--- config.mk ---
export PLATFORM = sky130hd
export DESIGN_NAME = sprite_subtile_packer_flat
export DESIGN_NICKNAME = d
export VERILOG_FILES = /design/src/design/ssp_pkg.sv /design/src/design/ssp_if.sv /design/src/design/ssp_cfg_regs.sv /design/src/design/ssp_track.sv /design/src/design/ssp_outbuf.sv /design/src/design/sprite_subtile_packer.sv /design/src/flat_wrapper.sv
export VERILOG_INCLUDE_DIRS = /design/src /design/src/design
export SDC_FILE = /design/constraint.sdc
export NUM_CORES = 1
export LEC_CHECK = 0
export BUFFER_PORTS_ARGS = -buffer_cell sky130_fd_sc_hd__clkbuf_2
export CORE_MARGIN = 2
export CORE_UTILIZATION = 62
export CTS_CLUSTER_DIAMETER = 150
export DETAILED_ROUTE_END_ITERATION = 12
export MAX_ROUTING_LAYER = met4
export PLACE_DENSITY = 0.89
export SETUP_SLACK_MARGIN = 0.4
export SLEW_MARGIN = 40
export SYNTH_ARGS = -nofsm -noshare
export SYNTH_HDL_FRONTEND = slang
export SYNTH_HIERARCHICAL = 1
export SYNTH_SLANG_ARGS = --single-unit
--- constraint.sdc ---
create_clock -name clk -period 17.7 [get_ports clk]
set_input_delay 3.54 -clock clk [delete_from_list [all_inputs] [get_ports clk]]
set_output_delay 3.54 -clock clk [all_outputs]
set_load 0.02 [all_outputs]
--- src/design/sprite_subtile_packer_defines.svh ---
// ----------------------------------------------------------------------------
// Sprite subtile packer assertion macros
// Shared concurrent assertion forms, clocked on clk, disabled in reset.
// ----------------------------------------------------------------------------
`ifndef SPRITE_SUBTILE_PACKER_DEFINES_SVH
`define SPRITE_SUBTILE_PACKER_DEFINES_SVH

// same-cycle implication
`define SSP_ASSERT_NOW(lbl, ante, cons, msg) \
	lbl: assert property (@(posedge clk) disable iff (!arst_n) (ante) |-> (cons)) \
		else $error(msg);

// next-cycle implication
`define SSP_ASSERT_NEXT(lbl, ante, cons, msg) \
	lbl: assert property (@(posedge clk) disable iff (!arst_n) (ante) |=> (cons)) \
		else $error(msg);

`endif

--- src/design/ssp_pkg.sv ---
// ----------------------------------------------------------------------------
// Sprite subtile packer package
// Widths, register indexes and shared types.
// ----------------------------------------------------------------------------
package ssp_pkg;

	localparam int OUT_ADDR_BITS = 20;
	localparam int INDEX_BYTES   = 16384;
	localparam int IDX_ADDR_BITS = $clog2(INDEX_BYTES);
	localparam int ROW_WORDS     = 128;
	localparam int SUB_DIM       = 16;
	localparam int BAND_SHIFT    = $clog2(ROW_WORDS * SUB_DIM);
	localparam int SLOT_SHIFT    = $clog2(SUB_DIM);
	localparam int ROW_SHIFT     = $clog2(ROW_WORDS);
	localparam int CFG_IDX_BITS  = 4;

	localparam logic [31:0] KEY_RESET = 32'hFFFF00FF;

	typedef logic [OUT_ADDR_BITS-1:0] addr_t;
	typedef logic [IDX_ADDR_BITS-1:0] iaddr_t;

	typedef enum logic [CFG_IDX_BITS-1:0] {
		REG_TILES_ACROSS = 4'd0,
		REG_TILES_DOWN   = 4'd1,
		REG_SIZE_CODE    = 4'd2,
		REG_KEY_COLOUR   = 4'd3
	} reg_idx_t;

	typedef struct packed {
		logic [3:0]  tiles_across;
		logic [3:0]  tiles_down;
		logic [1:0]  size_code;
		logic [31:0] key_colour;
	} cfg_t;

	// walker position and per-pixel decisions
	typedef struct packed {
		logic [3:0]  pix_col;
		logic [3:0]  pix_row;
		logic [3:0]  sub_col;
		logic [3:0]  sub_row;
		logic [15:0] frame_count;
		logic [6:0]  slot_count;
		logic [1:0]  size_code;
		logic        has_slot;
		logic        keep;
		logic        drop;
		logic        frame_done;
	} step_t;

	typedef struct packed {
		addr_t       pix_addr;
		logic [31:0] pix_data;
		logic        pix_write;
		iaddr_t      idx_addr;
		logic [7:0]  idx_byte;
		logic        idx_write;
		logic        dropped;
		logic        frame_end;
	} result_t;

endpackage

--- src/design/ssp_if.sv ---
// ----------------------------------------------------------------------------
// Sprite subtile packer channels
// Pixel input, write-result output and register write channels.
// ----------------------------------------------------------------------------
interface ssp_pix_if;
	logic        valid;
	logic        ready;
	logic [31:0] pixel;

	modport source (output valid, output pixel, input ready);
	modport sink   (input valid, input pixel, output ready);
endinterface

interface ssp_res_if;
	logic               valid;
	logic               ready;
	ssp_pkg::addr_t     pix_addr;
	logic [31:0]        pix_data;
	logic               pix_write;
	ssp_pkg::iaddr_t    idx_addr;
	logic [7:0]         idx_byte;
	logic               idx_write;
	logic               dropped;
	logic               frame_end;

	modport source (output valid, output pix_addr, output pix_data, output pix_write,
		output idx_addr, output idx_byte, output idx_write, output dropped,
		output frame_end, input ready);
	modport sink   (input valid, input pix_addr, input pix_data, input pix_write,
		input idx_addr, input idx_byte, input idx_write, input dropped,
		input frame_end, output ready);
endinterface

interface ssp_cfg_if;
	logic                             valid;
	logic                             ready;
	logic [ssp_pkg::CFG_IDX_BITS-1:0] reg_index;
	logic [31:0]                      wr_data;

	modport source (output valid, output reg_index, output wr_data, input ready);
	modport sink   (input valid, input reg_index, input wr_data, output ready);
endinterface

--- src/design/ssp_cfg_regs.sv ---
// ----------------------------------------------------------------------------
// Sprite subtile packer register file
// Takes register write beats; indexes beyond the list are ignored.
// ----------------------------------------------------------------------------
module ssp_cfg_regs (
	input  logic          clk,
	input  logic          arst_n,
	ssp_cfg_if.sink       cfg,
	output ssp_pkg::cfg_t regs
);

	ssp_pkg::cfg_t regs_q;

	assign cfg.ready = 1'b1;
	assign regs      = regs_q;

	always_ff @(posedge clk or negedge arst_n) begin
		if (!arst_n) begin
			regs_q.tiles_across <= 4'd1;
			regs_q.tiles_down   <= 4'd1;
			regs_q.size_code    <= 2'd0;
			regs_q.key_colour   <= ssp_pkg::KEY_RESET;
		end else if (cfg.valid) begin
			case (cfg.reg_index)
				ssp_pkg::REG_TILES_ACROSS: regs_q.tiles_across <= cfg.wr_data[3:0];
				ssp_pkg::REG_TILES_DOWN:   regs_q.tiles_down   <= cfg.wr_data[3:0];
				ssp_pkg::REG_SIZE_CODE:    regs_q.size_code    <= cfg.wr_data[1:0];
				ssp_pkg::REG_KEY_COLOUR:   regs_q.key_colour   <= cfg.wr_data;
				default: ;
			endcase
		end
	end

endmodule

--- src/design/ssp_track.sv ---
// ----------------------------------------------------------------------------
// Sprite subtile packer position tracker
// Pixel/subtile/frame counters, slot counter and keep/drop decisions.
// ----------------------------------------------------------------------------
`include "sprite_subtile_packer_defines.svh"

module ssp_track (
	input  logic           clk,
	input  logic           arst_n,
	input  logic           accept,
	input  logic [31:0]    pixel,
	input  ssp_pkg::cfg_t  regs,
	output ssp_pkg::step_t step
);

	logic [3:0]  pix_col_q, pix_row_q, sub_col_q, sub_row_q;
	logic [15:0] frame_count_q;
	logic [6:0]  slot_count_q;
	logic        seen_opaque_q;

	logic [6:0] limit;
	logic       has_slot, opaque, last_pix, last_col, last_row, keep, drop;

	assign limit    = 7'd8 << regs.size_code;
	assign has_slot = slot_count_q < limit;
	assign opaque   = seen_opaque_q | (pixel != regs.key_colour);
	assign last_pix = (&pix_col_q) & (&pix_row_q);
	assign last_col = sub_col_q == (regs.tiles_across - 4'd1);
	assign last_row = sub_row_q == (regs.tiles_down - 4'd1);
	assign keep     = last_pix & opaque & has_slot;
	assign drop     = last_pix & opaque & ~has_slot;

	always_comb begin
		step.pix_col     = pix_col_q;
		step.pix_row     = pix_row_q;
		step.sub_col     = sub_col_q;
		step.sub_row     = sub_row_q;
		step.frame_count = frame_count_q;
		step.slot_count  = slot_count_q;
		step.size_code   = regs.size_code;
		step.has_slot    = has_slot;
		step.keep        = keep;
		step.drop        = drop;
		step.frame_done  = last_pix & last_col & last_row;
	end

	always_ff @(posedge clk or negedge arst_n) begin
		if (!arst_n) begin
			pix_col_q     <= '0;
			pix_row_q     <= '0;
			sub_col_q     <= '0;
			sub_row_q     <= '0;
			frame_count_q <= '0;
			slot_count_q  <= '0;
			seen_opaque_q <= 1'b0;
		end else if (accept) begin
			if (!last_pix) begin
				seen_opaque_q <= opaque;
				pix_col_q     <= pix_col_q + 4'd1;
				if (&pix_col_q) begin
					pix_row_q <= pix_row_q + 4'd1;
				end
			end else begin
				pix_col_q     <= '0;
				pix_row_q     <= '0;
				seen_opaque_q <= 1'b0;
				if (last_col) begin
					sub_col_q <= '0;
					if (last_row) begin
						sub_row_q     <= '0;
						frame_count_q <= frame_count_q + 16'd1;
						slot_count_q  <= '0;
					end else begin
						sub_row_q <= sub_row_q + 4'd1;
						if (keep) begin
							slot_count_q <= slot_count_q + 7'd1;
						end
					end
				end else begin
					sub_col_q <= sub_col_q + 4'd1;
					if (keep) begin
						slot_count_q <= slot_count_q + 7'd1;
					end
				end
			end
		end
	end

	`SSP_ASSERT_NOW(a_keep_drop_excl, 1'b1, !(keep && drop), "keep and drop both set")
	`SSP_ASSERT_NEXT(a_frame_wrap, accept && last_pix && last_col && last_row,
		slot_count_q == 7'd0 && sub_col_q == 4'd0 && sub_row_q == 4'd0,
		"frame end did not restart slots")
	`SSP_ASSERT_NEXT(a_slot_hold, accept && !last_pix, $stable(slot_count_q),
		"slot count moved inside a subtile")

endmodule

--- src/design/ssp_outbuf.sv ---
// ----------------------------------------------------------------------------
// Sprite subtile packer result stage
// Forms write addresses and flags into a result register with skid slot.
// ----------------------------------------------------------------------------
`include "sprite_subtile_packer_defines.svh"

module ssp_outbuf (
	input  logic           clk,
	input  logic           arst_n,
	input  logic           push,
	input  logic [31:0]    pixel,
	input  ssp_pkg::step_t step,
	output logic           in_ready,
	ssp_res_if.source      res
);

	ssp_pkg::result_t nxt, main_q, skid_q;
	logic             main_valid_q, skid_valid_q, pop;
	ssp_pkg::addr_t   frame_base, slot_off, pix_off;

	assign frame_base = ssp_pkg::addr_t'(step.frame_count)
		<< (ssp_pkg::BAND_SHIFT + int'(step.size_code));
	assign slot_off   = (ssp_pkg::addr_t'(step.slot_count[6:3]) << ssp_pkg::BAND_SHIFT)
		+ (ssp_pkg::addr_t'(step.slot_count[2:0]) << ssp_pkg::SLOT_SHIFT);
	assign pix_off    = (ssp_pkg::addr_t'(step.pix_row) << ssp_pkg::ROW_SHIFT)
		+ ssp_pkg::addr_t'(step.pix_col);

	always_comb begin
		nxt.pix_addr  = frame_base + slot_off + pix_off;
		nxt.pix_data  = pixel;
		nxt.pix_write = step.has_slot;
		nxt.idx_addr  = (ssp_pkg::iaddr_t'(step.frame_count) << 4)
			+ ssp_pkg::iaddr_t'(step.slot_count);
		nxt.idx_byte  = {step.sub_row, step.sub_col};
		nxt.idx_write = step.keep;
		nxt.dropped   = step.drop;
		nxt.frame_end = step.frame_done;
	end

	assign pop      = main_valid_q & res.ready;
	assign in_ready = ~skid_valid_q;

	always_ff @(posedge clk or negedge arst_n) begin
		if (!arst_n) begin
			main_valid_q <= 1'b0;
			skid_valid_q <= 1'b0;
		end else if (skid_valid_q) begin
			if (pop) begin
				skid_valid_q <= 1'b0;
			end
		end else if (push && main_valid_q && !pop) begin
			skid_valid_q <= 1'b1;
		end else if (push) begin
			main_valid_q <= 1'b1;
		end else if (pop) begin
			main_valid_q <= 1'b0;
		end
	end

	always_ff @(posedge clk) begin
		if (skid_valid_q) begin
			if (pop) begin
				main_q <= skid_q;
			end
		end else if (push && main_valid_q && !pop) begin
			skid_q <= nxt;
		end else if (push) begin
			main_q <= nxt;
		end
	end

	assign res.valid     = main_valid_q;
	assign res.pix_addr  = main_q.pix_addr;
	assign res.pix_data  = main_q.pix_data;
	assign res.pix_write = main_q.pix_write;
	assign res.idx_addr  = main_q.idx_addr;
	assign res.idx_byte  = main_q.idx_byte;
	assign res.idx_write = main_q.idx_write;
	assign res.dropped   = main_q.dropped;
	assign res.frame_end = main_q.frame_end;

	`SSP_ASSERT_NOW(a_skid_needs_main, skid_valid_q, main_valid_q,
		"skid slot full with result register empty")
	`SSP_ASSERT_NEXT(a_skid_drains, skid_valid_q && pop, main_valid_q && !skid_valid_q,
		"skid beat not moved to result register")
	`SSP_ASSERT_NEXT(a_push_lands, push, main_valid_q,
		"accepted beat produced no result")

endmodule

--- src/design/sprite_subtile_packer.sv ---
// ----------------------------------------------------------------------------
// Sprite subtile packer
// Turns a frame/subtile/row-major pixel stream into slot-packed write beats.
// ----------------------------------------------------------------------------
// One result beat per pixel beat. A pixel is taken every clock while the
// output side keeps up; its result is registered into the result register
// or, when the output stalls, into a one-beat skid slot that keeps input
// ready for that beat. All per-pixel work is counter compares and shifted
// adds, done combinationally. The user must write registers only between
// frames while the stream is idle; the block itself does not enforce this.
module sprite_subtile_packer (
	input  logic       clk,
	input  logic       arst_n,
	ssp_pix_if.sink    pix_in,
	ssp_res_if.source  res_out,
	ssp_cfg_if.sink    cfg
);

	ssp_pkg::cfg_t  regs;
	ssp_pkg::step_t step;
	logic           in_ready, accept;

	assign pix_in.ready = in_ready;
	assign accept       = pix_in.valid & in_ready;

	ssp_cfg_regs u_regs (
		.clk    (clk),
		.arst_n (arst_n),
		.cfg    (cfg),
		.regs   (regs)
	);

	ssp_track u_track (
		.clk    (clk),
		.arst_n (arst_n),
		.accept (accept),
		.pixel  (pix_in.pixel),
		.regs   (regs),
		.step   (step)
	);

	ssp_outbuf u_out (
		.clk      (clk),
		.arst_n   (arst_n),
		.push     (accept),
		.pixel    (pix_in.pixel),
		.step     (step),
		.in_ready (in_ready),
		.res      (res_out)
	);

endmodule
--- src/flat_wrapper.sv ---
// flat-port wrapper written by rule: the top's interface ports become plain ports
module sprite_subtile_packer_flat 
  (clk, arst_n, pix_in_valid, pix_in_pixel, pix_in_ready, res_out_valid, res_out_pix_addr, res_out_pix_data, res_out_pix_write, res_out_idx_addr, res_out_idx_byte, res_out_idx_write, res_out_dropped, res_out_frame_end, res_out_ready, cfg_valid, cfg_reg_index, cfg_wr_data, cfg_ready);
  ssp_pix_if pix_in_i ();
  ssp_res_if res_out_i ();
  ssp_cfg_if cfg_i ();
  input  logic clk;
  input  logic arst_n;
  input wire logic [$bits(pix_in_i.valid)-1:0] pix_in_valid;
  input wire logic [$bits(pix_in_i.pixel)-1:0] pix_in_pixel;
  output wire logic [$bits(pix_in_i.ready)-1:0] pix_in_ready;
  output wire logic [$bits(res_out_i.valid)-1:0] res_out_valid;
  output wire logic [$bits(res_out_i.pix_addr)-1:0] res_out_pix_addr;
  output wire logic [$bits(res_out_i.pix_data)-1:0] res_out_pix_data;
  output wire logic [$bits(res_out_i.pix_write)-1:0] res_out_pix_write;
  output wire logic [$bits(res_out_i.idx_addr)-1:0] res_out_idx_addr;
  output wire logic [$bits(res_out_i.idx_byte)-1:0] res_out_idx_byte;
  output wire logic [$bits(res_out_i.idx_write)-1:0] res_out_idx_write;
  output wire logic [$bits(res_out_i.dropped)-1:0] res_out_dropped;
  output wire logic [$bits(res_out_i.frame_end)-1:0] res_out_frame_end;
  input wire logic [$bits(res_out_i.ready)-1:0] res_out_ready;
  input wire logic [$bits(cfg_i.valid)-1:0] cfg_valid;
  input wire logic [$bits(cfg_i.reg_index)-1:0] cfg_reg_index;
  input wire logic [$bits(cfg_i.wr_data)-1:0] cfg_wr_data;
  output wire logic [$bits(cfg_i.ready)-1:0] cfg_ready;
  assign pix_in_i.valid = pix_in_valid;
  assign pix_in_i.pixel = pix_in_pixel;
  assign pix_in_ready = pix_in_i.ready;
  assign res_out_valid = res_out_i.valid;
  assign res_out_pix_addr = res_out_i.pix_addr;
  assign res_out_pix_data = res_out_i.pix_data;
  assign res_out_pix_write = res_out_i.pix_write;
  assign res_out_idx_addr = res_out_i.idx_addr;
  assign res_out_idx_byte = res_out_i.idx_byte;
  assign res_out_idx_write = res_out_i.idx_write;
  assign res_out_dropped = res_out_i.dropped;
  assign res_out_frame_end = res_out_i.frame_end;
  assign res_out_i.ready = res_out_ready;
  assign cfg_i.valid = cfg_valid;
  assign cfg_i.reg_index = cfg_reg_index;
  assign cfg_i.wr_data = cfg_wr_data;
  assign cfg_ready = cfg_i.ready;
  sprite_subtile_packer u_core (.clk(clk), .arst_n(arst_n), .pix_in(pix_in_i), .res_out(res_out_i), .cfg(cfg_i));
endmodule
==> results of run 1 <==
==> per-layer routing <==
| layer | part of all wire | up-vias | global-route usage |
|---|---|---|---|
| li1 | - | 3074 | - |
| met4 | 0.032 | 0 | 0.09317 |
| met5 | 0 | - | - |
| met1 | 0.43 | 3271 | 0.3306 |
| met2 | 0.49 | 240 | 0.3948 |
| met3 | 0.056 | 57 | 0.03803 |
==> power groups by stage <==
stage	clock network [mW]	registers (mW)	logic, mW
6_report	0.546	0.794	0.484
5_1_grt	0.575	0.807	0.520
3_3_place_gp	0	0.798	0.466
4_1_cts	0.555	0.795	0.485
2_1_floorplan	0	0.891	0.259
3_5_place_dp	0	0.803	0.479
==> sequential cells by signal (all words and copies together) (netlist names), 4 cells and up <==
register                      count
u_core/u_track/pix_row_q          4
u_core/u_out/res.pix_addr        20
u_core/u_out/skid_q              75
u_core/u_track/frame_count_q     12
u_core/u_regs/regs               42
u_core/u_track/sub_row_q          4
u_core/u_track/pix_col_q          4
u_core/u_out/res.pix_data        32
u_core/u_track/slot_count_q       7
u_core/u_out/res.idx_addr        11
u_core/u_track/sub_col_q          4
u_core/u_out/res.idx_byte         8
==> area by class of cell <==
class	count	area (µm²)
Tap cell	225	281.5
Sequential cell	230	6540
Clock buffer	28	615.6
Multi-Input combinational cell	467	4048
Fill cell	1075	4588
Inverter	19	71.32
Clock inverter	16	247.7
Timing Repair Buffer	159	844.6
==> worst max-delay path by stage <==
| stage | from | end | slack, ps | cells after the start |
|---|---|---|---|---|
| CTS | pix_in_valid | u_core/u_track/frame_count_q[9] | 11840 | 8 |
| global placement | pix_in_valid | u_core/u_track/frame_count_q[7] | 11510 | 8 |
| global route | pix_in_valid | u_core/u_track/frame_count_q[9] | 11750 | 8 |
| floorplan | pix_in_valid | u_core/u_out/res.dropped | 9550 | 3 |
| detailed placement | pix_in_valid | u_core/u_track/frame_count_q[9] | 11330 | 8 |
| finish | pix_in_valid | u_core/u_track/frame_count_q[9] | 12030 | 8 |
==> worst max-delay path, delay by kind of cell <==
family        cells  cell delay [ps]
simple gates      5             2200
buf+inv           2              140
xor+xnor          1              170
==> flow_summary.toml, run 1 <==
[power_and_ir_drop]
p_sw_frac = 0.3045
pwr-share-comb = 0.265
ir_drop_uv = 169.8
leakage_nw = 5.163
power_switching_mw = 0.5554
pwr-share-clk = 0.299
p_per_area_nw_per_um2 = 144.2
totalPowerFinal_mw = 1.824
intPower_mw = 1.269
p_seq_frac = 0.435

[critical_path]
worstPathArrival_ps = 6060
required_ps = 18090
startpoint_type = "primary input"
reg2reg_slack_ps = 13830
critPathCaptureType = "flop"
regToRegEndpoint = "u_core/u_out/res.pix_addr[18]"
path_cells = "clkbuf_2 > and2_1 > inv_2 > or3_1 > nor4b_4 > and2_1 > nand4_1 > xnor2_1"
cp_max_fo = 15
criticalPathCategory = "in -> reg"
reg2reg_from = "u_core/u_regs/regs[32]"
critical-path-max-stage-delay_ps = 570
ff2ff_path_depth = 13
cpMostUsedCell = "and2_1"
slowest_stage = "and2_1"

[floorplanning]
start_util = 0.6302
die_area_um2 = 18590
core_um2 = 17240
boundaryPins = 154
die-height_um = 136.4
rows = 48
die_width_um = 136.4

[sta]
max_freq_mhz = 176.3
fin_crit_ps = 5671
slew_violations = 0
final.setup.tns_ps = 0
layout_setup_ws_ps = 12030
setup_viol = 0
post-route-period-util = 0.3204
worst_pin_slew_ps = 814.1
rsz0062_at_grt = "no"
clock-skew-final_ps = 13.04
hold_ws_ps = 487.3
relSlewSlack = 0.4560
hold_violations = 0

[clocking]
cts.htree.levels = 1
worstSkewPairLatency_ps = 530
clk_path_buf_depth = 3
cts_resized = 0
cts_tree = "built"
cts_setup_buffers = 0
numCtsBuffers = 24
cts_hold_buf = 0
cts_root_buf = "clkbuf_16"
path_clk_slew_ps = 60
cts.sinks = 230

[hold_path]
min_path_cells = 1
min_path_type = "reg -> reg"
hold_end = "u_core/u_track/frame_count_q[11]"
hold_path_startpoint = "u_core/u_track/frame_count_q[11]"

[flow_run]
max_cap_violations = 0

[place]
dpl.hpwl_mm = 14.42
placed_cell_area_um2 = 11760
pre_cts_ws_ps = 11330
numPortBuffers = 152
dp.cells = 1099
gp_congestion = 0.8793

[cells_and_area]
drive_gt1_frac = 0.4015
fin_nets = 999
final_common_cell = "clkbuf_2"
final_cell_mix = "clkbuf_2 (151), edfxtp_1 (150), mux2_2 (86), dfrtp_1 (53), nand2_1 (48)"
syn_to_final_growth_pct = 16.45
final-instance-count-excl-fill = 1144
num_antenna_cells = 0
fin_util = 0.7338
final_area_um2 = 12650

[global_route]
grt_max_degree = 73
grt_pass1_vias = 6651
antenna_found_initial = 0
grt_usage = 0.2496
grt_overflow = 0
grt_pass1_wl_mm = 34.93

[route]
wl_per_cell_um = 19.48
routed_via_density = 5.806
antenna_left = 0
wl_mm = 22.28
first_iter_violations = 472
vias = 6642
firstDrtPassIters = 5
drcViolationCount = 0

[yosys]
yosysWarnings = 6
synthCells = 752
syn_avg_cell_area_um2 = 14.44
syn-num-nets = 850
synth_area_um2 = 10860

[outcome]
status = "finished clean"
No activity file was read; power rests on OpenSTA's default activity.
==> inputs of run 2 (changes only) <==
- CORE_UTILIZATION: 62 -> 52
- PLACE_DENSITY: 0.89 -> 0.8
- clock period: 17.7 -> 5.1 ns (I/O delays scaled with it)
==> run 2 against run 1 <==
  * First-iteration DRC count decreased by 7.4%
  * Worst hold slack got worse by 5.4 ps
  * Core utilization decreased by 11 points
  * Final area increased by 0.49%
  * Sequential power increased to 3.5 times the previous value
  * Global-route usage decreased by 4.1 points
  * Routed wire length decreased by 0.98%
  * Critical path type is now reg -> reg
==> flow_summary.toml, run 2 (synthesis gave the netlist of run 1 again) <==
[outcome]
status = "finished clean"

[critical_path]
reg2reg_from = "u_core/u_regs/regs[32]"
criticalPathCategory = "reg -> reg"
path_cells = "clkinv_1 > ha_1 > mux2_2 > nand2_1 > o21ai_0 > nand2_1 > o21ai_0 > ha_1 > o21ai_0 > nor2_1 > o21ai_0 > o311a_1 > a221oi_2"
crit_buf_inv = 1
reg2reg_slack_ps = 1460
worstPathArrival_ps = 3970
endpoint = "u_core/u_out/res.pix_addr[18]"
critical-path-max-stage-delay_ps = 740
cp_max_fo = 16
crit_cells = 13
critPathCaptureType = "flop"
required_ps = 5430
cpMostUsedCell = "o21ai_0"
crit_family = "adder cells"
regToRegEndpoint = "u_core/u_out/res.pix_addr[18]"
slowest_stage = "ha_1"
startpoint_type = "flop"
ff2ff_path_depth = 13
crit_start = "u_core/u_regs/regs[32]"

[sta]
hold_ws_ps = 481.9
relSlewSlack = 0.5136
final.setup.tns_ps = 0
slew_violations = 0
hold_violations = 0
rsz0062_at_grt = "no"
clock-skew-final_ps = 27.25
post-route-period-util = 0.7142
worst_pin_slew_ps = 722.9
max_freq_mhz = 274.5
fin_crit_ps = 3642
setup_viol = 0

[cells_and_area]
final-instance-count-excl-fill = 1193
num_antenna_cells = 0
drive_gt1_frac = 0.4052
fillerInstances = 1526
final_cell_mix = "clkbuf_2 (151), edfxtp_1 (150), mux2_2 (86), dfrtp_1 (53), nand2_1 (48)"
fin_util = 0.6242
multi_input_area_um2 = 4039
largest_reg_flops = 75
final_common_cell = "clkbuf_2"
syn_to_final_growth_pct = 17.03
top_register = "u_core/u_out/skid_q"
fin_nets = 1003
area.sequential_um2 = 6540

[global_route]
antenna_found_initial = 0
grt_overflow = 0
grt_usage = 0.2082
grt_pass1_wl_mm = 35.42
grt_pass1_vias = 6668
grt_max_degree = 72

[place]
numPortBuffers = 152
gp_congestion = 0.8835
dp.cells = 1147
dpl.hpwl_mm = 14.74

[route]
vias = 6554
routed_via_density = 5.494
drcViolationCount = 0
first_iter_violations = 437
wl_per_cell_um = 18.50
wl_mm = 22.07
firstDrtPassIters = 5
antenna_left = 0

[floorplanning]
boundaryPins = 154
die-height_um = 148.5
rows = 52
core_um2 = 20360
die_area_um2 = 22060
die_width_um = 148.5
start_util = 0.5334

[power_and_ir_drop]
pwr-share-clk = 0.282
p_seq_frac = 0.444
power_switching_mw = 1.895
p_per_area_nw_per_um2 = 486.6
p_sw_frac = 0.3065
intPower_mw = 4.289
pwr-share-comb = 0.274
ir_drop_uv = 222.4
leakage_nw = 5.178
totalPowerFinal_mw = 6.185

[clocking]
numCtsBuffers = 24
cts.sinks = 230
cts.htree.levels = 1
cts_setup_buffers = 0
cts_root_buf = "clkbuf_16"
path_clk_slew_ps = 60
cts_hold_buf = 0
cts_tree = "built"
worstSkewPairLatency_ps = 520
clk_path_buf_depth = 3
cts_resized = 0

[hold_path]
min_path_type = "reg -> reg"

[flow_run]
max_cap_violations = 0
==> run 2: worst min-delay path by stage <==
stage	from	to	slack (ps)	depth (start not counted)
after floorplan	u_core/u_track/frame_count_q[11]	u_core/u_track/frame_count_q[11]	440	1
after global placement	u_core/u_track/frame_count_q[11]	u_core/u_track/frame_count_q[11]	460	1
after detailed placement	u_core/u_track/frame_count_q[11]	u_core/u_track/frame_count_q[11]	470	1
after CTS	u_core/u_track/frame_count_q[11]	u_core/u_track/frame_count_q[11]	480	1
after global routing	u_core/u_track/frame_count_q[11]	u_core/u_track/frame_count_q[11]	510	1
final	u_core/u_track/frame_count_q[11]	u_core/u_track/frame_count_q[11]	480	1
==> run 2: metal layers <==
metal / global-route usage / up-vias / share of wire
met3: 0.02423 / 35 / 0.043
met1: 0.2848 / 3262 / 0.45
met5: - / - / 0
met4: 0.05429 / 0 / 0.021
met2: 0.3361 / 175 / 0.49
li1: - / 3082 / -
==> run 2: cell type report <==
| type | count | share of cell area |
|---|---|---|
| clock buffers | 34 | 0.05670 |
| repair buffers | 163 | 0.07196 |
| multi-input cells | 467 | 0.3177 |
| flip-flops and latches | 230 | 0.5145 |
| well taps | 270 | 0.02658 |
| inverters | 19 | 0.005611 |
| clock inverters | 10 | 0.006890 |
==> run 2: stage by stage <==
step,area (µm²),setup slack [ps]
2_1_floorplan,10870,947.3
3_3_place_gp,11820,1559
3_5_place_dp,11860,1380
4_1_cts,12660,1490
5_1_grt,12710,1159
6_report,12710,1458
==> run 2: power groups by stage <==
stage	sequential, mW	clock, mW	combinational (mW)
finish	2.74	1.75	1.70
global route	2.79	1.85	1.83
CTS	2.75	1.78	1.72
detailed placement	2.78	0	1.70
global placement	2.76	0	1.66
floorplan	3.07	0	0.903
